===== src/rtl/core/assert_macros.svh =====
// Assertion macros shared by the RTL of the loopback serial register block.
`ifndef ASSERT_MACROS_SVH
`define ASSERT_MACROS_SVH

`ifndef SYNTHESIS

`define SLF_ASSERT(label, clk, rst_n, prop, msg) \
  label: assert property (@(posedge clk) disable iff (!rst_n) (prop)) else $error(msg);

`define SLF_ASSERT_NEXT(label, clk, rst_n, pre, post, msg) \
  label: assert property (@(posedge clk) disable iff (!rst_n) (pre) |=> (post)) \
    else $error(msg);

`else

`define SLF_ASSERT(label, clk, rst_n, prop, msg)

`define SLF_ASSERT_NEXT(label, clk, rst_n, pre, post, msg)

`endif

`endif


===== src/rtl/core/slf_pkg.sv =====
// Types and constants of the loopback serial register block.
package slf_pkg;

  localparam logic [4:0] RegVerid = 5'd0;
  localparam logic [4:0] RegParam = 5'd1;
  localparam logic [4:0] RegCr    = 5'd2;
  localparam logic [4:0] RegSr    = 5'd3;
  localparam logic [4:0] RegIer   = 5'd4;
  localparam logic [4:0] RegDer   = 5'd5;
  localparam logic [4:0] RegCfgr0 = 5'd6;
  localparam logic [4:0] RegCfgr1 = 5'd7;
  localparam logic [4:0] RegDmr0  = 5'd8;
  localparam logic [4:0] RegDmr1  = 5'd9;
  localparam logic [4:0] RegCcr   = 5'd10;
  localparam logic [4:0] RegCcr1  = 5'd11;
  localparam logic [4:0] RegFcr   = 5'd12;
  localparam logic [4:0] RegFsr   = 5'd13;
  localparam logic [4:0] RegTcr   = 5'd14;
  localparam logic [4:0] RegTdr   = 5'd15;
  localparam logic [4:0] RegRsr   = 5'd16;
  localparam logic [4:0] RegRdr   = 5'd17;
  localparam logic [4:0] RegRdror = 5'd18;

  localparam logic [31:0] VersionId   = 32'h0200_0004;
  localparam logic [31:0] ParamId     = 32'h0004_0202;
  localparam logic [31:0] TcrReset    = 32'h0000_001F;
  localparam logic [31:0] RsrRxEmpty  = 32'h0000_0002;

  localparam int CrEnBit  = 0;
  localparam int CrRstBit = 1;
  localparam int CrRtfBit = 8;
  localparam int CrRrfBit = 9;

  localparam logic [2:0] FlagWcf = 3'b001;
  localparam logic [2:0] FlagFcf = 3'b010;
  localparam logic [2:0] FlagTcf = 3'b100;

  localparam int NumSetup = 6;

  typedef struct packed {
    logic        op;
    logic [4:0]  reg_sel;
    logic [31:0] write_data;
  } slf_in_t;

  typedef struct packed {
    logic [31:0] read_data;
    logic        irq;
    logic        bad_offset;
  } slf_out_t;

  typedef struct packed {
    logic push;
    logic pop;
    logic flush;
  } slf_fifo_ctrl_t;

endpackage


===== src/rtl/core/slf_fifo.sv =====
// Word FIFO with a registered show-ahead head word.
module slf_fifo import slf_pkg::*; #(
  parameter int Depth = 4
) (
  input  logic                         clk_i,
  input  logic                         rst_ni,
  input  slf_fifo_ctrl_t               ctrl_i,
  input  logic [31:0]                  push_data_i,
  output logic [31:0]                  head_o,
  output logic [$clog2(Depth+1)-1:0]   level_o,
  output logic [$clog2(Depth+1)-1:0]   level_next_o
);

  localparam int PtrW = (Depth > 1) ? $clog2(Depth) : 1;
  localparam int LvlW = $clog2(Depth + 1);

  logic [31:0]     mem_q [Depth];
  logic [31:0]     rd_q;
  logic [PtrW-1:0] head_q, head_d, tail_q, tail_d;
  logic [LvlW-1:0] level_q, level_d;

  function automatic logic [PtrW-1:0] ptr_inc(input logic [PtrW-1:0] p);
    ptr_inc = (p == PtrW'(Depth - 1)) ? '0 : p + PtrW'(1);
  endfunction

  always_comb begin
    head_d  = head_q;
    tail_d  = tail_q;
    level_d = level_q;
    if (ctrl_i.flush) begin
      head_d  = '0;
      tail_d  = '0;
      level_d = '0;
    end else begin
      if (ctrl_i.push) tail_d = ptr_inc(tail_q);
      if (ctrl_i.pop) head_d = ptr_inc(head_q);
      level_d = level_q + LvlW'(ctrl_i.push) - LvlW'(ctrl_i.pop);
    end
  end

  always_ff @(posedge clk_i or negedge rst_ni) begin
    if (!rst_ni) begin
      head_q  <= '0;
      tail_q  <= '0;
      level_q <= '0;
    end else begin
      head_q  <= head_d;
      tail_q  <= tail_d;
      level_q <= level_d;
    end
  end

  always_ff @(posedge clk_i) begin
    if (ctrl_i.push) begin
      mem_q[tail_q] <= push_data_i;
    end
    if (ctrl_i.push && (tail_q == head_d)) begin
      rd_q <= push_data_i;
    end else begin
      rd_q <= mem_q[head_d];
    end
  end

  assign head_o       = rd_q;
  assign level_o      = level_q;
  assign level_next_o = level_d;

endmodule


===== src/rtl/core/spi_loopback_fifo_registers_unit.sv =====
// Top level of the loopback serial controller register block.
//
// Bus side: one register access per word on the in channel (op, reg_sel,
// write_data); one result word per access on the out channel (read_data,
// irq, bad_offset). Both channels use valid/ready.
// The result is registered and is valid in the cycle after the access is taken.
// Throughput: one access per cycle unless the result stalls; state and flags
// update in the same cycle the access is taken, and the result register holds
// the outcome. Writing TDR pushes into the TX FIFO when it has room and, when
// enabled with RX room, moves the oldest TX word into the RX FIFO at once.
// Reading RDR pops RX, RDROR peeks. irq is sampled after the access.
// Reset: all registers clear, TCR comes up as 0x1F, both FIFOs empty, no
// clearing pass. A stalled receiver holds the result; one more access is
// taken only as the result register empties.
`include "assert_macros.svh"

module spi_loopback_fifo_registers_unit import slf_pkg::*; #(
  parameter int FIFO_DEPTH = 4
) (
  input  logic     clk_i,
  input  logic     rst_ni,
  input  logic     in_valid_i,
  output logic     in_ready_o,
  input  slf_in_t  in_data_i,
  output logic     out_valid_o,
  input  logic     out_ready_i,
  output slf_out_t out_data_o
);

  localparam int LvlW = $clog2(FIFO_DEPTH + 1);

  logic [31:0] cr_q, cr_d, ier_q, ier_d, der_q, der_d;
  logic [31:0] fcr_q, fcr_d, tcr_q, tcr_d;
  logic [31:0] setup_q [NumSetup];
  logic [31:0] setup_d [NumSetup];
  logic [2:0]  sticky_q, sticky_d;
  logic        out_valid_q;
  slf_out_t    out_q, out_d;

  slf_fifo_ctrl_t  tx_ctrl, rx_ctrl;
  logic [31:0]     tx_head, rx_head, move_word;
  logic [LvlW-1:0] tx_level, tx_level_next, rx_level, rx_level_next;
  logic            accept, tdf_now, rdf_now, tdf_next, rdf_next;
  logic [2:0]      setup_idx;

  assign accept     = in_valid_i && in_ready_o;
  assign in_ready_o = !out_valid_q || out_ready_i;
  assign setup_idx  = 3'(in_data_i.reg_sel - RegCfgr0);

  assign tdf_now  = 8'(tx_level) <= 8'(fcr_q[1:0]);
  assign rdf_now  = 8'(rx_level) > 8'(fcr_q[17:16]);
  assign tdf_next = 8'(tx_level_next) <= 8'(fcr_d[1:0]);
  assign rdf_next = 8'(rx_level_next) > 8'(fcr_d[17:16]);

  assign move_word = (tx_level == '0) ? in_data_i.write_data : tx_head;

  always_comb begin
    cr_d     = cr_q;
    ier_d    = ier_q;
    der_d    = der_q;
    fcr_d    = fcr_q;
    tcr_d    = tcr_q;
    setup_d  = setup_q;
    sticky_d = sticky_q;
    tx_ctrl  = '0;
    rx_ctrl  = '0;
    out_d    = '0;
    if (accept) begin
      priority if (in_data_i.reg_sel > RegRdror) begin
        out_d.bad_offset = 1'b1;
      end else if (in_data_i.op) begin
        unique case (in_data_i.reg_sel)
          RegCr: begin
            cr_d = in_data_i.write_data;
            if (in_data_i.write_data[CrRstBit]) begin
              sticky_d      = '0;
              tx_ctrl.flush = 1'b1;
              rx_ctrl.flush = 1'b1;
            end
            if (in_data_i.write_data[CrRtfBit]) tx_ctrl.flush = 1'b1;
            if (in_data_i.write_data[CrRrfBit]) rx_ctrl.flush = 1'b1;
          end
          RegSr:  sticky_d = sticky_q & ~in_data_i.write_data[10:8];
          RegIer: ier_d = in_data_i.write_data;
          RegDer: der_d = in_data_i.write_data;
          RegCfgr0, RegCfgr1, RegDmr0, RegDmr1, RegCcr, RegCcr1: begin
            setup_d[setup_idx] = in_data_i.write_data;
          end
          RegFcr: fcr_d = in_data_i.write_data;
          RegTcr: tcr_d = in_data_i.write_data;
          RegTdr: begin
            if (tx_level < LvlW'(FIFO_DEPTH)) begin
              tx_ctrl.push = 1'b1;
              if (cr_q[CrEnBit] && (rx_level < LvlW'(FIFO_DEPTH))) begin
                tx_ctrl.pop  = 1'b1;
                rx_ctrl.push = 1'b1;
                sticky_d     = sticky_q | FlagWcf | FlagFcf;
                if (tx_level == '0) sticky_d = sticky_q | FlagWcf | FlagFcf | FlagTcf;
              end
            end
          end
          default: ;
        endcase
      end else begin
        unique case (in_data_i.reg_sel)
          RegVerid: out_d.read_data = VersionId;
          RegParam: out_d.read_data = ParamId;
          RegCr:    out_d.read_data = cr_q;
          RegSr:    out_d.read_data = {21'b0, sticky_q, 6'b0, rdf_now, tdf_now};
          RegIer:   out_d.read_data = ier_q;
          RegDer:   out_d.read_data = der_q;
          RegCfgr0, RegCfgr1, RegDmr0, RegDmr1, RegCcr, RegCcr1: begin
            out_d.read_data = setup_q[setup_idx];
          end
          RegFcr:   out_d.read_data = fcr_q;
          RegFsr:   out_d.read_data = (32'(rx_level) << 16) | 32'(tx_level);
          RegTcr:   out_d.read_data = tcr_q;
          RegRsr:   out_d.read_data = (rx_level == '0) ? RsrRxEmpty : '0;
          RegRdr: begin
            if (rx_level != '0) begin
              out_d.read_data = rx_head;
              rx_ctrl.pop     = 1'b1;
            end
          end
          RegRdror: if (rx_level != '0) out_d.read_data = rx_head;
          default: ;
        endcase
      end
    end
    out_d.irq = (ier_d[0] & tdf_next) | (ier_d[1] & rdf_next) |
                (|(ier_d[10:8] & sticky_d));
  end

  slf_fifo #(.Depth(FIFO_DEPTH)) u_tx_fifo (
    .clk_i        (clk_i),
    .rst_ni       (rst_ni),
    .ctrl_i       (tx_ctrl),
    .push_data_i  (in_data_i.write_data),
    .head_o       (tx_head),
    .level_o      (tx_level),
    .level_next_o (tx_level_next)
  );

  slf_fifo #(.Depth(FIFO_DEPTH)) u_rx_fifo (
    .clk_i        (clk_i),
    .rst_ni       (rst_ni),
    .ctrl_i       (rx_ctrl),
    .push_data_i  (move_word),
    .head_o       (rx_head),
    .level_o      (rx_level),
    .level_next_o (rx_level_next)
  );

  always_ff @(posedge clk_i or negedge rst_ni) begin
    if (!rst_ni) begin
      cr_q        <= '0;
      ier_q       <= '0;
      der_q       <= '0;
      fcr_q       <= '0;
      tcr_q       <= TcrReset;
      setup_q     <= '{default: '0};
      sticky_q    <= '0;
      out_valid_q <= 1'b0;
    end else begin
      cr_q     <= cr_d;
      ier_q    <= ier_d;
      der_q    <= der_d;
      fcr_q    <= fcr_d;
      tcr_q    <= tcr_d;
      setup_q  <= setup_d;
      sticky_q <= sticky_d;
      if (accept) begin
        out_valid_q <= 1'b1;
      end else if (out_ready_i) begin
        out_valid_q <= 1'b0;
      end
    end
  end

  always_ff @(posedge clk_i) begin
    if (accept) begin
      out_q <= out_d;
    end
  end

  assign out_valid_o = out_valid_q;
  assign out_data_o  = out_q;

  `SLF_ASSERT(a_level_bound, clk_i, rst_ni,
    (tx_level <= LvlW'(FIFO_DEPTH)) && (rx_level <= LvlW'(FIFO_DEPTH)),
    "FIFO level beyond depth")
  `SLF_ASSERT_NEXT(a_bad_no_effect, clk_i, rst_ni,
    accept && (in_data_i.reg_sel > RegRdror),
    $stable(cr_q) && $stable(tx_level) && $stable(rx_level) && $stable(sticky_q),
    "invalid access changed state")
  `SLF_ASSERT_NEXT(a_rdr_pops, clk_i, rst_ni,
    accept && !in_data_i.op && (in_data_i.reg_sel == RegRdr) && (rx_level != '0),
    rx_level == $past(rx_level) - LvlW'(1),
    "RDR read did not pop RX")
  `SLF_ASSERT_NEXT(a_no_move_when_off, clk_i, rst_ni,
    !cr_q[CrEnBit],
    rx_level <= $past(rx_level),
    "RX grew while module disabled")

endmodule


===== config.mk =====
export PLATFORM = sky130hd
export DESIGN_NAME = spi_loopback_fifo_registers_unit
export DESIGN_NICKNAME = d
export VERILOG_FILES = /design/src/rtl/core/slf_pkg.sv /design/src/rtl/core/slf_fifo.sv /design/src/rtl/core/spi_loopback_fifo_registers_unit.sv
export VERILOG_INCLUDE_DIRS = /design/src /design/src/rtl/core
export SDC_FILE = /design/constraint.sdc
export NUM_CORES = 1
export LEC_CHECK = 0
export BUFFER_PORTS_ARGS = -buffer_cell sky130_fd_sc_hd__buf_2
export CORE_UTILIZATION = 56
export DETAILED_ROUTE_END_ITERATION = 12
export PLACE_DENSITY = 0.8
export SLEW_MARGIN = 20
export SYNTH_ARGS = -nofsm -noshare
export SYNTH_HDL_FRONTEND = slang
export SYNTH_SLANG_ARGS = --single-unit

===== constraint.sdc =====
create_clock -name clk_i -period 3.9 [get_ports clk_i]
set_input_delay 0 -clock clk_i [delete_from_list [all_inputs] [get_ports clk_i]]
set_output_delay 0 -clock clk_i [all_outputs]
set_load 0.05 [all_outputs]

### Word level (Yosys, flattened, before mapping)

Memories as Yosys holds them, arrays and structs flattened. A register that Yosys moved wholly into a read port is not among the register bits.
Cells that the tools add are included.

| storage, ports and cells | value |
|---|---|
| output and inout port bits | 36 |
| register bits | 404 |
| memories kept | 2 |
| bits in writable memories | 256 |
| bits of input ports | 42 |

| cells by class | value |
|---|---|
| equality and inequality tests | 22 |
| reduce and logical (&&, ||, !) cells | 22 |
| $lt $le $gt $ge | 9 |
| bitwise gates (word level) | 10 |
| add/sub/neg operators | 9 |
| multiplexer cells | 67 |

Memory list:

| memory | words | bits a word | rd ports | clocked after Yosys merged registers in | write ports | line | RTL |
|---|---|---|---|---|---|---|---|
| u_rx_fifo.mem_q | 4 | 32 | 1 | 1 | 1 | slf_fifo.sv:17 | `logic [31:0] mem_q [Depth];` |
| u_tx_fifo.mem_q | 4 | 32 | 1 | 1 | 1 | slf_fifo.sv:17 |  |

Operators with widths:

| kind | count |
|---|---|
| 32-bit case mux with 12 select lines | 1 |
| 192-bit bitwise mux | 1 |
| 32-bit two-way mux | 5 |
| 32-bit binary-select mux with 3-bit select | 1 |
| 32-bit demux with 3-bit select | 1 |
| 18-bit two-way mux | 4 |
| 11-bit two-way mux | 4 |
| 3-bit two-way mux | 14 |
| 5-bit by 4-bit == test with 1-bit output (second input constant) | 8 |
| 2-bit two-way mux | 15 |
| 4-bit AND reduction | 6 |
| 5-bit by 3-bit == test with 1-bit output (second input constant) | 4 |
| 1-bit two-way mux | 20 |
| 19-bit by 3-bit bitwise OR with 19-bit output | 1 |
| 5-bit == test (second input constant) | 3 |
| 5-bit by 2-bit == test with 1-bit output (second input constant) | 2 |
| 3-bit case mux with 3 select lines | 1 |
| 2-bit by 1-bit adder with 2-bit output (second input constant) | 4 |
| 2-bit == test (second input constant) | 4 |
| 3-bit by 1-bit adder with 3-bit output | 2 |
| 3-bit AND | 2 |
| 3-bit by 2-bit > comparator with 1-bit output | 2 |
| 3-bit by 2-bit <= comparator with 1-bit output | 2 |
| 3-bit zero test | 2 |
| 21 further kinds | 30 |

### Depth between registers and ports, before layout

| depth | value |
|---|---|
| depth after elaboration | 15 |
| depth in mapped cells | 18 |
| mapped depth without buffers | 18 |

### Modules after synthesis

From an unflattened synthesis, not the netlist that was laid out.

| unflattened totals | value |
|---|---|
| cell total of the unflattened synthesis | 1728 |
| area, all modules | 28609.9 um2 |

By module, submodules not included:

| module | cells an instance | area an instance (um2) | times used |
|---|---|---|---|
| spi_loopback_fifo_registers_unit | 1314 | 18352.6 | 1 |
| slf_fifo | 207 | 5128.7 | 2 |

### Worst setup path before layout

OpenSTA, ideal clock, no wires.

| timing | value |
|---|---|
| path type | flip-flop to flip-flop |
| from | register out_valid_q (netlist: out_valid_o) |
| to | register out_q, in the netlist out_data_o[1], data pin |
| arrival | 4.611 ns |
| buffers on the path | 0 |
| slack | -0.974 ns |
| setup time | 0.263 ns |
| required time | 3.637 ns |
| cell stages (with the launch flop) | 17 |
| path through | dfrtp_1 > and2b_1 > inv_1 > and2_1 > nand4_1 > inv_1 > ha_1 > inv_1 > ha_1 > fa_1 > nor2b_1 > ha_1 > nor2b_1 > o21ai_0 > o21ai_0 > a22o_1 > a2111o_1 |

RTL lines:

| element | line | RTL |
|---|---|---|
| from (decl) | spi_loopback_fifo_registers_unit.sv:37 | `logic out_valid_q;` |
| from (signal assigned) | spi_loopback_fifo_registers_unit.sv:163 | `out_valid_q <= 1'b0;` |
| from (signal assigned) | spi_loopback_fifo_registers_unit.sv:173 | `out_valid_q <= 1'b1;` |
| from (signal assigned) | spi_loopback_fifo_registers_unit.sv:175 | `out_valid_q <= 1'b0;` |
| to (signal assigned) | spi_loopback_fifo_registers_unit.sv:182 | `out_q <= out_d;` |
| to (decl) | spi_loopback_fifo_registers_unit.sv:38 | `slf_out_t out_q, out_d;` |

==> summary.txt <==
status: completed
Util after Layout: 0.647
CP Capture Type: flip-flop
CTS buffer count: 67
leading cell type in the layout, fill and taps excluded: dfrtp_1
FP Rows: 81
Fin. Hold Viols: 0
synthesis-to-layout area growth: 13.0%
Synth Flop Type: dfrtp_1
port buffer count: 77
Tightest Pin Transition: 1110 ps
worst reg2reg setup slack: 150 ps
total power draw: 0.0153 W
CORE AREA: 0.0494 mm^2
Starting Density: 0.573
Critical Path Start Type: flip-flop
routed vias: 16400
GRT overflow: 0
Leak: 13.2 nW
Root Buffer: clkbuf_16
H-tree levels: 3
fin area: 0.0319 mm^2
Slew Viols, Final: 0
Max Freq: 266 MHz
RSZ-0062 raised after global routing: no
Num Clock Sinks: 664
final setup vio count: 0
synthesized net count: 1816
synthesized area: 0.0283 mm^2
crit share post-route: 0.962
Routed Antenna Nets: 0
later-pin clock latency in the skew report: 600 ps
share of layout cells above drive strength 1: 0.348
Die X: 227 um
Crit Path Category: reg2reg
worst min path class: in2reg
initial antenna violation count: 2
Die Y: 227 um
vias in the first global route: 17300
DR iter-0 viols: 1700
commonest non-fill, non-tap cells in the layout: dfrtp_1 (364), mux2_2 (303), edfxtp_1 (290), mux4_2 (96), mux2_1 (79)
pin count of the biggest net entering global routing: 121
area leader, netlist: dfrtp_1
Placement Cell Area: 0.0295 mm^2
CTS tree: built
Max-Cap Viols: 0
PostCTS Resize Cnt: 0
Yosys cell types: 60
drt drc: 0
WP data arrival: 4100 ps
Syn Area/Cell: 16.2 um^2
Synth area leaders: dfrtp_1 (32%), edfxtp_1 (31%), mux2_2 (12%)
TritonRoute pass-1 iters: 6
Post-synth EDFFs: 290
Pwr per Cell Area: 480 mW/mm^2
Final nets: 1920
Ports: 78
Fin Hold WS: 55.9 ps
final estimated routing congestion in global placement: 0.916
final wirelength: 69100 um
Tmin final: 3750 ps
crit path max fanout: 6
skew final: 21.9 ps
Seq/Total Area, Yosys: 0.639
first-pass GRT wire length: 106000 um
synth warn: 0
dpl hpwl: 41600 um
slew margin rel.: 0.255
async set-reset flop share out of synthesis: 0.557
Clk pin slew, worst setup/hold paths: 60 ps
DR WL/cell: 26.9 um
top cell type's share of synthesized area: 0.323
post-DR vias/cell: 6.38
die area: 0.0514 mm^2
CTS max path bufs: 3
Overall Global Routing Usage: 0.282
Peak supply drop: 0.444 mV
Post-Synthesis Cells: 1746
WP data required: 4250 ps
Synth Register Bits: 664
==> critical path, stage by stage (launching register included) <==
cell      delay, ps
dfrtp_1         440
or3_1           440
and3_1          220
nand4_1         120
inv_1            60
ha_1            260
inv_1            40
ha_2            180
fa_1            450
nor2b_4         140
ha_1            310
nor2b_1         130
o21ai_1         120
o21ai_1         100
a22o_1          220
a2111o_1        270
==> state kept, by name, indices dropped and copies added (netlist names), named ones only <==
| name | flops |
|---|---|
| out_data_o | 34 |
| setup_q | 192 |
| u_rx_fifo.head_q | 2 |
| u_tx_fifo.tail_q | 2 |
| u_rx_fifo.level_o | 3 |
| fcr_q | 32 |
| u_tx_fifo.head_q | 2 |
| tcr_q | 32 |
| u_rx_fifo.tail_q | 2 |
| der_q | 32 |
| u_tx_fifo.level_o | 3 |
| u_tx_fifo.mem_q | 128 |
| out_valid_o | 1 |
| u_rx_fifo.mem_q | 128 |
| ier_q | 32 |
| sticky_q | 3 |
| cr_q | 32 |
==> logic make-up (layout without fill, tap and decap cells) <==
| kind of cell | after synthesis | after routing | synth area share |
|---|---|---|---|
| other | 0 | 1 | 0 |
| XOR/XNOR | 4 | 4 | 0.00124 |
| multiplexers | 515 | 515 | 0.242 |
| buffers and inverters | 192 | 348 | 0.0273 |
| AO/OA/AOI/OAI | 176 | 176 | 0.0471 |
| flip-flops | 664 | 664 | 0.639 |
| adder cells (fa/ha/maj) | 28 | 28 | 0.0129 |
| AND/OR/NAND/NOR | 167 | 167 | 0.0309 |
==> area by class of cell <==
cell class	instances	area, um^2
Timing Repair Buffer	167	1230
Tap cell	664	831
Multi-Input combinational cell	890	9510
Clock buffer	103	1920
Sequential cell	664	18100
Inverter	60	229
Fill cell	3381	17400
Antenna cell	1	2.50
Clock inverter	18	158
==> layer usage <==
metal | vias to the layer above | track usage | share of wire
li1 | 6893 | - | -
met1 | 8628 | 0.374 | 0.40
met2 | 697 | 0.462 | 0.49
met3 | 169 | 0.0472 | 0.064
met4 | 0 | 0.122 | 0.045
met5 | - | 0 | 0
==> report_power, final <==
part,switching [W],internal [W]
Clock,0.00264,0.00349
Sequential,0.000209,0.00768
Combinational,0.000737,0.000574
==> metrics by stage <==
stage | setup TNS [ps] | instances | worst slack [ps]
6_report | 0 | 2567 | 147
3_3_place_gp | 0 | 2407 | 219
5_1_grt | 0 | 2566 | 11.1
4_1_cts | 0 | 2566 | 156
3_5_place_dp | 0 | 2407 | 161
2_1_floorplan | -89.9 | 1746 | -89.9
==> cells in the mapped netlist, drive strengths merged (3+ instances only) <==
cell and number:
mux2 382, dfrtp 365, edfxtp 290, mux4 96, clkbuf 81, nand2 61
inv 60, buf 51, mux2i 37, a221oi 36, nor2b 34, o22ai 32
a31oi 29, ha 26, a222oi 24, nor2 15, a21oi 12, nor3 12
o21ai 12, and2 11, a22o 8, nand2b 8, nand3 8, dfstp 5
a41oi 4, dfxtp 4, or3 4, xnor2 4, and3 3, o21a 3
==> path summary, 6_finish.rpt <==
kind | start | end | cells past startpoint
max reg2reg | u_rx_fifo.level_o[2] | out_data_o[1] | 15
min | in_data_i[32] | sticky_q[2] | 4
min in group asynchronous | rst_ni | setup_q[191] | 2
max | u_rx_fifo.level_o[2] | out_data_o[1] | 15
min reg2reg | setup_q[179] | setup_q[179] | 1
max in group asynchronous | rst_ni | der_q[28] | 3
==> timing repair <==
action	4_1_cts	5_1_grt
buffers inserted	0	0
hold endpoints to repair	577	0
hold buffers	38	0
Power figures use the tool's default switching activity.
